[config.mk]
export PLATFORM = sky130hd
export DESIGN_NAME = address_keyed_wait_wake_table
export DESIGN_NICKNAME = d
export VERILOG_FILES = /design/src/sv/akwwt_pkg.sv /design/src/sv/akwwt_ram.sv /design/src/sv/akwwt_ctrl.sv /design/src/sv/akwwt_dp.sv /design/src/sv/address_keyed_wait_wake_table.sv
export SDC_FILE = /design/constraint.sdc
export NUM_CORES = 2
export LEC_CHECK = 0
export ABC_AREA = 1
export ABC_CLOCK_PERIOD_IN_PS = 9500
export BUFFER_PORTS_ARGS = -buffer_cell sky130_fd_sc_hd__buf_2
export CORE_MARGIN = 3
export CORE_UTILIZATION = 60
export DETAILED_ROUTE_END_ITERATION = 8
export GPL_TIMING_DRIVEN = 1
export PLACE_DENSITY = 0.76
export SLEW_MARGIN = 20
export SYNTH_ARGS = -nofsm -noshare
export SYNTH_HDL_FRONTEND = slang
export SYNTH_SLANG_ARGS = --single-unit
[constraint.sdc]
create_clock -name clk -period 9.5 [get_ports clk]
set_clock_uncertainty 0.2 [all_clocks]
set_input_delay 0.95 -clock clk [delete_from_list [all_inputs] [get_ports clk]]
set_output_delay 0.95 -clock clk [all_outputs]
set_load 0.02 [all_outputs]
[src/sv/akwwt_pkg.sv]
package akwwt_pkg;

	// default sizing
	localparam int ENTRIES_DEF = 16;
	localparam int WAITERS_DEF = 4;
	// most results one request may report
	localparam int MAX_RESULTS = 64;

	// command codes
	localparam logic [1:0] CMD_WAIT    = 2'd0;
	localparam logic [1:0] CMD_WAKE    = 2'd1;
	localparam logic [1:0] CMD_RELEASE = 2'd2;
	localparam logic [1:0] CMD_NONE    = 2'd3;

	// status codes
	localparam logic [1:0] ST_OK      = 2'd0;
	localparam logic [1:0] ST_INVALID = 2'd1;
	localparam logic [1:0] ST_NO_ROOM = 2'd2;

	typedef struct packed {
		logic [1:0]  command;
		logic [15:0] process_id;
		logic [63:0] wait_address;
		logic [1:0]  op_mode;
		logic [31:0] expected_generation;
		logic [7:0]  wake_limit;
		logic [15:0] waiter_handle;
	} request_t;

	typedef struct packed {
		logic [1:0]  status;
		logic        parked;
		logic        handle_valid;
		logic [15:0] out_handle;
		logic        last;
	} result_t;

	// controller to datapath
	typedef struct packed {
		logic load;
		logic check;
		logic scan;
		logic idx_inc;
		logic meta_rd;
		logic fifo_rd;
		logic pop;
		logic wait_exec;
		logic wake_end;
		logic finish;
	} ctrl_cmd_t;

	// datapath to controller
	typedef struct packed {
		logic       bad;
		logic [1:0] command;
		logic       match;
		logic       last_idx;
		logic       pop_ok;
		logic       cnt_zero;
	} dp_stat_t;

endpackage

[src/sv/akwwt_ram.sv]
module akwwt_ram #(
	parameter int WIDTH = 8,
	parameter int DEPTH = 16
) (
	input  logic                                    clk,
	input  logic                                    we,
	input  logic [((DEPTH > 1) ? $clog2(DEPTH) : 1)-1:0] waddr,
	input  logic [WIDTH-1:0]                        wdata,
	input  logic                                    re,
	input  logic [((DEPTH > 1) ? $clog2(DEPTH) : 1)-1:0] raddr,
	output logic [WIDTH-1:0]                        rdata
);

	logic [WIDTH-1:0] mem_q [DEPTH];
	logic [WIDTH-1:0] rdata_q;

	always_ff @(posedge clk) begin
		if (we) begin
			mem_q[waddr] <= wdata;
		end
		if (re) begin
			rdata_q <= mem_q[raddr];
		end
	end

	assign rdata = rdata_q;

endmodule

[src/sv/akwwt_ctrl.sv]
module akwwt_ctrl (
	input  logic                 clk,
	input  logic                 arst_n,
	input  logic                 start,
	input  akwwt_pkg::dp_stat_t  stat,
	output logic                 busy,
	output akwwt_pkg::ctrl_cmd_t cmd
);

	localparam logic [3:0] S_IDLE  = 4'd0;
	localparam logic [3:0] S_CHECK = 4'd1;
	localparam logic [3:0] S_RD    = 4'd2;
	localparam logic [3:0] S_CMP   = 4'd3;
	localparam logic [3:0] W_EXEC  = 4'd4;
	localparam logic [3:0] W_CHK   = 4'd5;
	localparam logic [3:0] P_RD    = 4'd6;
	localparam logic [3:0] P_PUT   = 4'd7;
	localparam logic [3:0] W_END   = 4'd8;
	localparam logic [3:0] R_RD    = 4'd9;
	localparam logic [3:0] R_CMP   = 4'd10;
	localparam logic [3:0] R_CHK   = 4'd11;
	localparam logic [3:0] R_FRD   = 4'd12;
	localparam logic [3:0] R_PUT   = 4'd13;
	localparam logic [3:0] R_NXT   = 4'd14;
	localparam logic [3:0] S_FIN   = 4'd15;

	logic [3:0] state_q;
	logic [3:0] state_d;

	always_ff @(posedge clk or negedge arst_n) begin
		if (!arst_n) begin
			state_q <= S_IDLE;
		end else begin
			state_q <= state_d;
		end
	end

	assign busy = (state_q != S_IDLE);

	always_comb begin
		cmd     = '0;
		state_d = state_q;
		unique case (state_q)
			S_IDLE: begin
				if (start) begin
					cmd.load = 1'b1;
					state_d  = S_CHECK;
				end
			end
			S_CHECK: begin
				cmd.check = 1'b1;
				if (stat.bad) state_d = S_FIN;
				else if (stat.command == akwwt_pkg::CMD_RELEASE) state_d = R_RD;
				else state_d = S_RD;
			end
			S_RD: begin
				cmd.meta_rd = 1'b1;
				state_d     = S_CMP;
			end
			S_CMP: begin
				cmd.scan = 1'b1;
				if (stat.match || stat.last_idx) begin
					state_d = (stat.command == akwwt_pkg::CMD_WAIT) ? W_EXEC : W_CHK;
				end else begin
					cmd.idx_inc = 1'b1;
					state_d     = S_RD;
				end
			end
			W_EXEC: begin
				cmd.wait_exec = 1'b1;
				state_d       = S_FIN;
			end
			W_CHK: begin
				state_d = stat.pop_ok ? P_RD : W_END;
			end
			P_RD: begin
				cmd.fifo_rd = 1'b1;
				state_d     = P_PUT;
			end
			P_PUT: begin
				cmd.pop = 1'b1;
				state_d = W_CHK;
			end
			W_END: begin
				cmd.wake_end = 1'b1;
				state_d      = S_FIN;
			end
			R_RD: begin
				cmd.meta_rd = 1'b1;
				state_d     = R_CMP;
			end
			R_CMP: begin
				cmd.scan = 1'b1;
				state_d  = stat.match ? R_CHK : R_NXT;
			end
			R_CHK: begin
				state_d = stat.cnt_zero ? R_NXT : R_FRD;
			end
			R_FRD: begin
				cmd.fifo_rd = 1'b1;
				state_d     = R_PUT;
			end
			R_PUT: begin
				cmd.pop = 1'b1;
				state_d = R_CHK;
			end
			R_NXT: begin
				if (stat.last_idx) begin
					state_d = S_FIN;
				end else begin
					cmd.idx_inc = 1'b1;
					state_d     = R_RD;
				end
			end
			S_FIN: begin
				cmd.finish = 1'b1;
				state_d    = S_IDLE;
			end
			default: begin
				state_d = S_IDLE;
			end
		endcase
	end

endmodule

[src/sv/akwwt_dp.sv]
module akwwt_dp #(
	parameter int ENTRIES = akwwt_pkg::ENTRIES_DEF,
	parameter int WAITERS = akwwt_pkg::WAITERS_DEF
) (
	input  logic                 clk,
	input  logic                 arst_n,
	input  akwwt_pkg::request_t  request,
	input  akwwt_pkg::ctrl_cmd_t cmd,
	output akwwt_pkg::dp_stat_t  stat,
	output akwwt_pkg::result_t   result,
	output logic                 result_valid
);

	localparam int IW = (ENTRIES > 1) ? $clog2(ENTRIES) : 1;
	localparam int HW = (WAITERS > 1) ? $clog2(WAITERS) : 1;
	localparam int CW = $clog2(WAITERS + 1);
	localparam int SW = CW + 1;
	localparam int PW = $clog2(akwwt_pkg::MAX_RESULTS + 1);

	typedef struct packed {
		logic [15:0]   process;
		logic [63:0]   address;
		logic          credit;
		logic [31:0]   generation;
		logic [CW-1:0] count;
		logic [HW-1:0] head;
	} meta_t;

	localparam int MW = $bits(meta_t);

	// request and entry state
	akwwt_pkg::request_t req_q;
	logic [ENTRIES-1:0]  valid_q;
	logic [IW-1:0]       idx_q;
	logic [IW-1:0]       ent_q;
	logic                found_q;
	logic                free_found_q;
	logic [IW-1:0]       free_idx_q;
	logic                credit_q;
	logic [31:0]         gen_q;
	logic [CW-1:0]       cnt_q;
	logic [HW-1:0]       slot_q;
	logic [CW-1:0]       woken_q;
	logic [1:0]          st_q;
	logic                parked_q;
	logic                pend_v_q;
	logic [15:0]         pend_h_q;
	logic [PW-1:0]       put_cnt_q;
	akwwt_pkg::result_t  result_q;
	logic                result_valid_q;

	logic [MW-1:0]       meta_rdata;
	meta_t               meta_rd;
	logic [15:0]         fifo_rdata;

	logic                key_hit;
	logic                match;
	logic [7:0]          limit_eff;
	logic                woken_lt;
	logic [HW-1:0]       slot_next;
	logic [SW-1:0]       tail_sum;
	logic [SW-1:0]       tail_wrap;
	logic [HW-1:0]       tail_slot;
	logic                e_idle;
	logic                gen_miss;
	logic                gen_none;
	logic                take;
	logic                full;
	logic [IW-1:0]       wait_ent;
	logic                absorb;
	logic                credit_n;
	logic                put_ok;

	logic                meta_we;
	logic [IW-1:0]       meta_wa;
	meta_t               meta_wd;
	logic                fifo_we;
	logic                valid_set;
	logic                valid_clr;
	logic [IW-1:0]       valid_idx;
	logic                no_room;
	logic                park;

	assign meta_rd  = meta_t'(meta_rdata);
	assign key_hit  = (meta_rd.process == req_q.process_id) &&
	                  ((req_q.command == akwwt_pkg::CMD_RELEASE) ||
	                   (meta_rd.address == req_q.wait_address));
	assign match    = valid_q[idx_q] && key_hit;

	assign limit_eff = (req_q.wake_limit == 8'd0) ? 8'(WAITERS) : req_q.wake_limit;
	assign woken_lt  = 8'(woken_q) < limit_eff;
	assign slot_next = (slot_q == HW'(WAITERS - 1)) ? '0 : slot_q + 1'b1;

	// fifo slot behind the last waiter
	assign tail_sum  = SW'(slot_q) + SW'(cnt_q);
	assign tail_wrap = (tail_sum >= SW'(WAITERS)) ? tail_sum - SW'(WAITERS) : tail_sum;
	assign tail_slot = tail_wrap[HW-1:0];

	assign e_idle   = (cnt_q == '0) && !credit_q;
	assign gen_miss = !req_q.op_mode[0] && found_q &&
	                  (gen_q != req_q.expected_generation);
	assign gen_none = !req_q.op_mode[0] && !found_q &&
	                  (req_q.expected_generation != 32'd0);
	assign take     = req_q.op_mode[0] && found_q && credit_q;
	assign full     = (!found_q && !free_found_q) || (cnt_q >= CW'(WAITERS)) ||
	                  (req_q.waiter_handle == 16'd0);
	assign wait_ent = found_q ? ent_q : free_idx_q;
	assign absorb   = woken_lt && req_q.op_mode[0];
	assign credit_n = absorb || credit_q;
	assign put_ok   = put_cnt_q < PW'(akwwt_pkg::MAX_RESULTS);

	always_comb begin
		meta_we   = 1'b0;
		meta_wa   = ent_q;
		meta_wd   = '{process: req_q.process_id, address: req_q.wait_address,
		              credit: credit_q, generation: gen_q, count: cnt_q, head: slot_q};
		fifo_we   = 1'b0;
		valid_set = 1'b0;
		valid_clr = 1'b0;
		valid_idx = ent_q;
		no_room   = 1'b0;
		park      = 1'b0;
		if (cmd.scan) begin
			valid_idx = idx_q;
			valid_clr = match && (req_q.command == akwwt_pkg::CMD_RELEASE);
		end else if (cmd.wait_exec) begin
			priority if (gen_miss) begin
				valid_clr = e_idle;
			end else if (take) begin
				meta_we        = 1'b1;
				meta_wd.credit = 1'b0;
				valid_clr      = (cnt_q == '0);
			end else if (gen_none) begin
				// no entry and the generation has already moved on
				park = 1'b0;
			end else if (full) begin
				no_room   = 1'b1;
				valid_clr = found_q && e_idle;
			end else begin
				park          = 1'b1;
				fifo_we       = 1'b1;
				meta_we       = 1'b1;
				meta_wa       = wait_ent;
				meta_wd.count = cnt_q + 1'b1;
				valid_set     = 1'b1;
				valid_idx     = wait_ent;
			end
		end else if (cmd.wake_end) begin
			// a fresh entry gets generation one since gen_q starts at zero
			meta_wd.credit     = credit_n;
			meta_wd.generation = gen_q + 32'd1;
			meta_we   = found_q || (absorb && free_found_q);
			meta_wa   = found_q ? ent_q : free_idx_q;
			valid_idx = found_q ? ent_q : free_idx_q;
			valid_set = !found_q && absorb && free_found_q;
			valid_clr = found_q && (cnt_q == '0) && !credit_n;
			no_room   = !found_q && absorb && !free_found_q;
		end
	end

	akwwt_ram #(.WIDTH(MW), .DEPTH(1 << IW)) u_meta (
		.clk   (clk),
		.we    (meta_we),
		.waddr (meta_wa),
		.wdata (meta_wd),
		.re    (cmd.meta_rd),
		.raddr (idx_q),
		.rdata (meta_rdata)
	);

	akwwt_ram #(.WIDTH(16), .DEPTH(1 << (IW + HW))) u_fifo (
		.clk   (clk),
		.we    (fifo_we),
		.waddr ({wait_ent, tail_slot}),
		.wdata (req_q.waiter_handle),
		.re    (cmd.fifo_rd),
		.raddr ({ent_q, slot_q}),
		.rdata (fifo_rdata)
	);

	// control state
	always_ff @(posedge clk or negedge arst_n) begin
		if (!arst_n) begin
			valid_q        <= '0;
			found_q        <= 1'b0;
			free_found_q   <= 1'b0;
			pend_v_q       <= 1'b0;
			put_cnt_q      <= '0;
			st_q           <= akwwt_pkg::ST_OK;
			parked_q       <= 1'b0;
			result_valid_q <= 1'b0;
		end else begin
			result_valid_q <= (cmd.pop && put_ok && pend_v_q) || cmd.finish;
			if (valid_set) valid_q[valid_idx] <= 1'b1;
			if (valid_clr) valid_q[valid_idx] <= 1'b0;
			if (cmd.load) begin
				found_q      <= 1'b0;
				free_found_q <= 1'b0;
				pend_v_q     <= 1'b0;
				put_cnt_q    <= '0;
				st_q         <= akwwt_pkg::ST_OK;
				parked_q     <= 1'b0;
			end
			if (cmd.check && stat.bad) st_q <= akwwt_pkg::ST_INVALID;
			if (no_room) st_q <= akwwt_pkg::ST_NO_ROOM;
			if (park) parked_q <= 1'b1;
			if (cmd.scan) begin
				if (match) found_q <= 1'b1;
				if (!valid_q[idx_q] && !free_found_q) free_found_q <= 1'b1;
			end
			if (cmd.pop && put_ok) begin
				put_cnt_q <= put_cnt_q + 1'b1;
				pend_v_q  <= 1'b1;
			end
		end
	end

	// payload
	always_ff @(posedge clk) begin
		if (cmd.load) begin
			req_q    <= request;
			idx_q    <= '0;
			credit_q <= 1'b0;
			gen_q    <= '0;
			cnt_q    <= '0;
			slot_q   <= '0;
			woken_q  <= '0;
		end
		if (cmd.idx_inc) idx_q <= idx_q + 1'b1;
		if (cmd.scan) begin
			if (match) begin
				ent_q    <= idx_q;
				credit_q <= meta_rd.credit;
				gen_q    <= meta_rd.generation;
				cnt_q    <= meta_rd.count;
				slot_q   <= meta_rd.head;
			end
			if (!valid_q[idx_q] && !free_found_q) free_idx_q <= idx_q;
		end
		if (cmd.pop) begin
			cnt_q   <= cnt_q - 1'b1;
			woken_q <= woken_q + 1'b1;
			slot_q  <= slot_next;
			if (put_ok) begin
				pend_h_q <= fifo_rdata;
				if (pend_v_q) begin
					result_q <= '{status: akwwt_pkg::ST_OK, parked: 1'b0, handle_valid: 1'b1,
					              out_handle: pend_h_q, last: 1'b0};
				end
			end
		end
		if (cmd.finish) begin
			result_q <= '{status: st_q, parked: parked_q, handle_valid: pend_v_q,
			              out_handle: pend_v_q ? pend_h_q : 16'd0, last: 1'b1};
		end
	end

	assign stat.bad      = (req_q.command != akwwt_pkg::CMD_RELEASE) &&
	                       ((req_q.command == akwwt_pkg::CMD_NONE) ||
	                        (req_q.wait_address == 64'd0) || req_q.op_mode[1]);
	assign stat.command  = req_q.command;
	assign stat.match    = match;
	assign stat.last_idx = (idx_q == IW'(ENTRIES - 1));
	assign stat.pop_ok   = found_q && woken_lt && (cnt_q != '0);
	assign stat.cnt_zero = (cnt_q == '0);

	assign result       = result_q;
	assign result_valid = result_valid_q;

	a_mid_has_handle: assert property (@(posedge clk) disable iff (!arst_n)
		result_valid_q && !result_q.last |->
		result_q.handle_valid && (result_q.status == akwwt_pkg::ST_OK))
		else $error("non-final result without handle");

	a_park_wait_ok: assert property (@(posedge clk) disable iff (!arst_n)
		parked_q |-> (req_q.command == akwwt_pkg::CMD_WAIT) && (st_q == akwwt_pkg::ST_OK))
		else $error("parked outside a successful wait");

	a_one_action: assert property (@(posedge clk) disable iff (!arst_n)
		$onehot0({cmd.scan, cmd.wait_exec, cmd.wake_end, cmd.pop, cmd.finish}))
		else $error("overlapping datapath actions");

	a_finish_last: assert property (@(posedge clk) disable iff (!arst_n)
		cmd.finish |=> result_valid_q && result_q.last)
		else $error("finish gave no final result");

endmodule

[src/sv/address_keyed_wait_wake_table.sv]
// channel   | ports                          | handshake
// ----------+--------------------------------+-----------------------------------
// request   | start, busy, request            | taken when start high, busy low
// result    | result_valid, result            | single-cycle strobe per result, no back-pressure
//
// wait scans the entries up to the first hit (all of them on a miss); wake does
// the same scan and then pops waiters; release scans every entry and drops the
// handles queued on each entry of the process. the registered read of the
// metadata memory splits each scan step into a read state and a compare state.
// results come out of a one-deep look-ahead buffer so the last one can carry
// status; result_valid strobes for one cycle and the receiver cannot stall.
// reset clears the entry valid bits and the control state, not the memories; no clearing pass is needed.
module address_keyed_wait_wake_table #(
	parameter int ENTRIES = akwwt_pkg::ENTRIES_DEF,
	parameter int WAITERS = akwwt_pkg::WAITERS_DEF
) (
	input  logic                clk,
	input  logic                arst_n,
	input  logic                start,
	output logic                busy,
	input  akwwt_pkg::request_t request,
	output logic                result_valid,
	output akwwt_pkg::result_t  result
);

	// command and status between controller and datapath
	akwwt_pkg::ctrl_cmd_t cmd;
	akwwt_pkg::dp_stat_t  stat;

	// sequencer: check, scan, wait, pop and finish steps
	akwwt_ctrl u_ctrl (
		.clk    (clk),
		.arst_n (arst_n),
		.start  (start),
		.stat   (stat),
		.busy   (busy),
		.cmd    (cmd)
	);

	// entry table, waiter queues and result buffer
	akwwt_dp #(.ENTRIES(ENTRIES), .WAITERS(WAITERS)) u_dp (
		.clk          (clk),
		.arst_n       (arst_n),
		.request      (request),
		.cmd          (cmd),
		.stat         (stat),
		.result       (result),
		.result_valid (result_valid)
	);

endmodule

==> impl_metrics.ini <==
[yosys]
ys_seq_elements = 3310
synth_edf_count = 3237
synthCells = 9539
synthDominantCellAreaShare_pct = 75.3
ys_async_sr_fraction_pct = 1.03
synthFlopType = edfxtp_1
synth_cell_types = 56
synth_fp_nets = 9693
synth_top_cell_by_area = edfxtp_1
ys_seq_area_share_pct = 76.6
ys_top_cells_by_count = 3237 x edfxtp_1, 1826 x nor2_1, 1567 x o21ai_0, 551 x o22ai_1, 533 x nand2_1
avgSynthCellArea_sq_um = 13.5
synth.area.top_cells = edfxtp_1 75%, o21ai_0 6.1%, nor2_1 5.3%
synth_area_sq_um = 129000
yosysMostFrequentCell = edfxtp_1
ys_warn_count = 0

[clocking]
htree_levels = 5
clk_latency_ns = 0.94
clk_pin_slew_ns = 0.06
cts.sinks = 3310
clockBufferDepth = 4
post_cts_resized = 0
numCtsBuffers = 334
cts-root-buf = clkbuf_16
post_cts_buffers = 0
cts_tree = done

[setup_path]
start_kind = flip-flop
crit_fanout = 47
end_kind = flip-flop
worstSetupPathType = flip-flop to flip-flop
worstPathArrival_ns = 5.45
crit_required_ns = 9.83

[place]
gp_congestion = 0.870
port_buffers = 165
dp_hpwl_mm = 171

[floorplanning]
core-area_sq_um = 213000
ioPinCount = 166
die_w_um = 470
initial_core_util_pct = 60.6
num_rows = 169
die_h_um = 470
die-area_sq_um = 221000

[power]
p_switching_mw = 12.7
p_int_mw = 27.3
seqPwrFrac_pct = 44.5
p_clk_share_pct = 32.0
power.density_nw_per_um2 = 277
swShare_pct = 31.7
p_comb_share_pct = 23.5
vdd_drop_max_v = 0.000243
leakage_nw = 46.8

[detailed_routing]
drt_iter0_drc = 12900
via_per_inst = 6.54
finalWirelength_mm = 338
drt_pre_antenna_iters = 9
drc_errors = 0
wl_per_cell_um = 26.4
ant_nets = 0
via_count = 83600

[finish]
final_nets = 9854
syn_to_final_growth_pct = 12.0
drive_gt1_share_pct = 9.46
utilization_pct = 67.9

[global_route]
grt_max_degree = 236
antenna_found_initial = 10
grt_usage_pct = 29.8
gr-total-overflow = 0
first_global_vias = 80900
grt_pass1_wl_mm = 501

[sta]
fin_crit_sh_pct = 54.0
max_freq_ghz = 0.195
slew-limit-headroom_pct = 22.0
setup_tns_ns = 0
finalSetupViolations = 0
drv_slew = 0
rsz0062_at_grt = no
min_period_ns = 5.13
worst_pin_slew_ns = 1.17
hold_viol_final = 0

[run_status]
outcome = complete, no violations

[min_path]
holdCritPathClass = input pin to flip-flop

[flow_run]
maxCapViolCount = 0
## through the flow
| stage | cells | area, sq um | total power [mW] | hold slack (ns) | worst slack, ns |
|---|---|---|---|---|---|
| after floorplan | 9539 | 129000 | 24.2 | 0.200 | 1.70 |
| after global placement | 12100 | 133000 | 26.9 | 0.208 | 4.50 |
| after detailed placement | 12100 | 133000 | 27.2 | 0.206 | 4.55 |
| after CTS | 12800 | 144000 | 39.9 | 0.000614 | 4.49 |
| after global routing | 12800 | 145000 | 41.5 | 0.00488 | 4.16 |
| final | 12800 | 145000 | 40.0 | 0.0300 | 4.37 |
## path summary, 6_finish.rpt
path / cells past startpoint / from / endpoint / slack [ns]
min: 1 / request[113] / u_dp.meta_wd[93] / 0.03
max reg2reg: 18 / u_dp.req_q[8] / u_dp.u_meta.mem_q[7][79] / 4.37
min reg2reg: 0 / u_dp.u_fifo.rdata[15] / u_dp.pend_h_q[15] / 0.22
max: 18 / u_dp.req_q[8] / u_dp.u_meta.mem_q[7][79] / 4.37
min in group asynchronous: 2 / arst_n / u_dp.result_valid / 0.50
max in group asynchronous: 2 / arst_n / u_dp.valid_q[14] / 7.99
## sequential cells by signal, summed over array words and instances, names as in the netlist, 2 cells and up
register / count
u_dp.stat: 2
u_dp.req_q: 58
u_dp.gen_q: 32
u_dp.u_meta.rdata: 118
u_dp.pend_h_q: 16
u_dp.slot_q: 2
u_dp.valid_q: 16
u_dp.idx_q: 4
u_dp.ent_q: 4
u_dp.put_cnt_q: 7
u_dp.st_q: 2
u_dp.result: 21
u_dp.cnt_q: 3
u_dp.woken_q: 3
u_ctrl.state_q: 4
u_dp.free_idx_q: 4
u_dp.u_fifo.rdata: 16
u_dp.u_meta.mem_q: 1888
u_dp.meta_wd: 80
u_dp.u_fifo.mem_q: 1024
## placed cells by master, fill, tap and decap left out, drive strengths merged, types with 111 or more instances in the layout
master / instances
buf: 343
clkbuf: 414
clkinv: 123
edfxtp: 3237
inv: 154
nand2: 548
nand3: 314
nor2: 1845
o21ai: 1609
o221ai: 236
o22ai: 551
xnor2: 111
## kinds of logic (layout without fill, tap and decap cells)
logic type / Yosys count / after routing / synth area share (%)
AOI/OAI and AO/OA: 2532 / 2532 / 11.3
xor gates and xnor gates: 141 / 141 / 0.957
adders and majority gates: 11 / 11 / 0.107
buffers and inverters: 773 / 1183 / 2.40
DFF: 3310 / 3310 / 76.6
other: 0 / 7 / 0
and+or+nand+nor: 2772 / 2772 / 8.64
## worst max-delay path, cell delays in order, from the launching register on
cell and delay, ns:
edfxtp_1 0.37, buf_4 0.25, nor2_1 0.42, nand2_1 0.09, nor2_1 0.10, nand2_1 0.21
nand2_1 0.24, nand2_1 0.07, nand2_1 0.08, nand2_1 0.05, nand2_1 0.08, nand2_1 0.09
nand2_1 0.12, nand2_1 0.09, nor2_1 0.17, nand2_1 0.27, nor2_4 0.18, buf_4 0.68
buf_4 0.87
## cell type report
type                            instances  area, sq um
Sequential cell                      3310        98800
Fill cell                           13800        68400
Multi-Input combinational cell       5456        27500
Clock buffer                          414         8840
Timing Repair Buffer                  452         3560
Tap cell                             2821         3530
Clock inverter                        171         1670
Inverter                              146          598
Antenna cell                            7         17.5
## what timing repair did
action / CTS / global route
endpoints found under the hold margin: 142 / 0
hold buffers: 109 / 0
setup endpoints to repair: 0 / 0
## metal layers
metal | global-route usage, % | wire [um] | vias to the layer above
li1 | - | - | 35900
met4 | 11.6 | 13200 | 8
met5 | 0 | 56 | -
met2 | 46.5 | 157000 | 5578
met3 | 5.98 | 40700 | 816
met1 | 42.1 | 127000 | 41200
## power by group through the flow
| stage | Combinational, mW | Sequential [mW] | Clock [mW] |
|---|---|---|---|
| floorplan | 6.04 | 18.1 | 0 |
| global placement | 8.76 | 18.1 | 0 |
| detailed placement | 9.09 | 18.1 | 0 |
| CTS | 9.20 | 17.8 | 12.9 |
| global route | 10.2 | 17.9 | 13.5 |
| finish | 9.40 | 17.8 | 12.8 |
(Power assumes the default switching activity.)
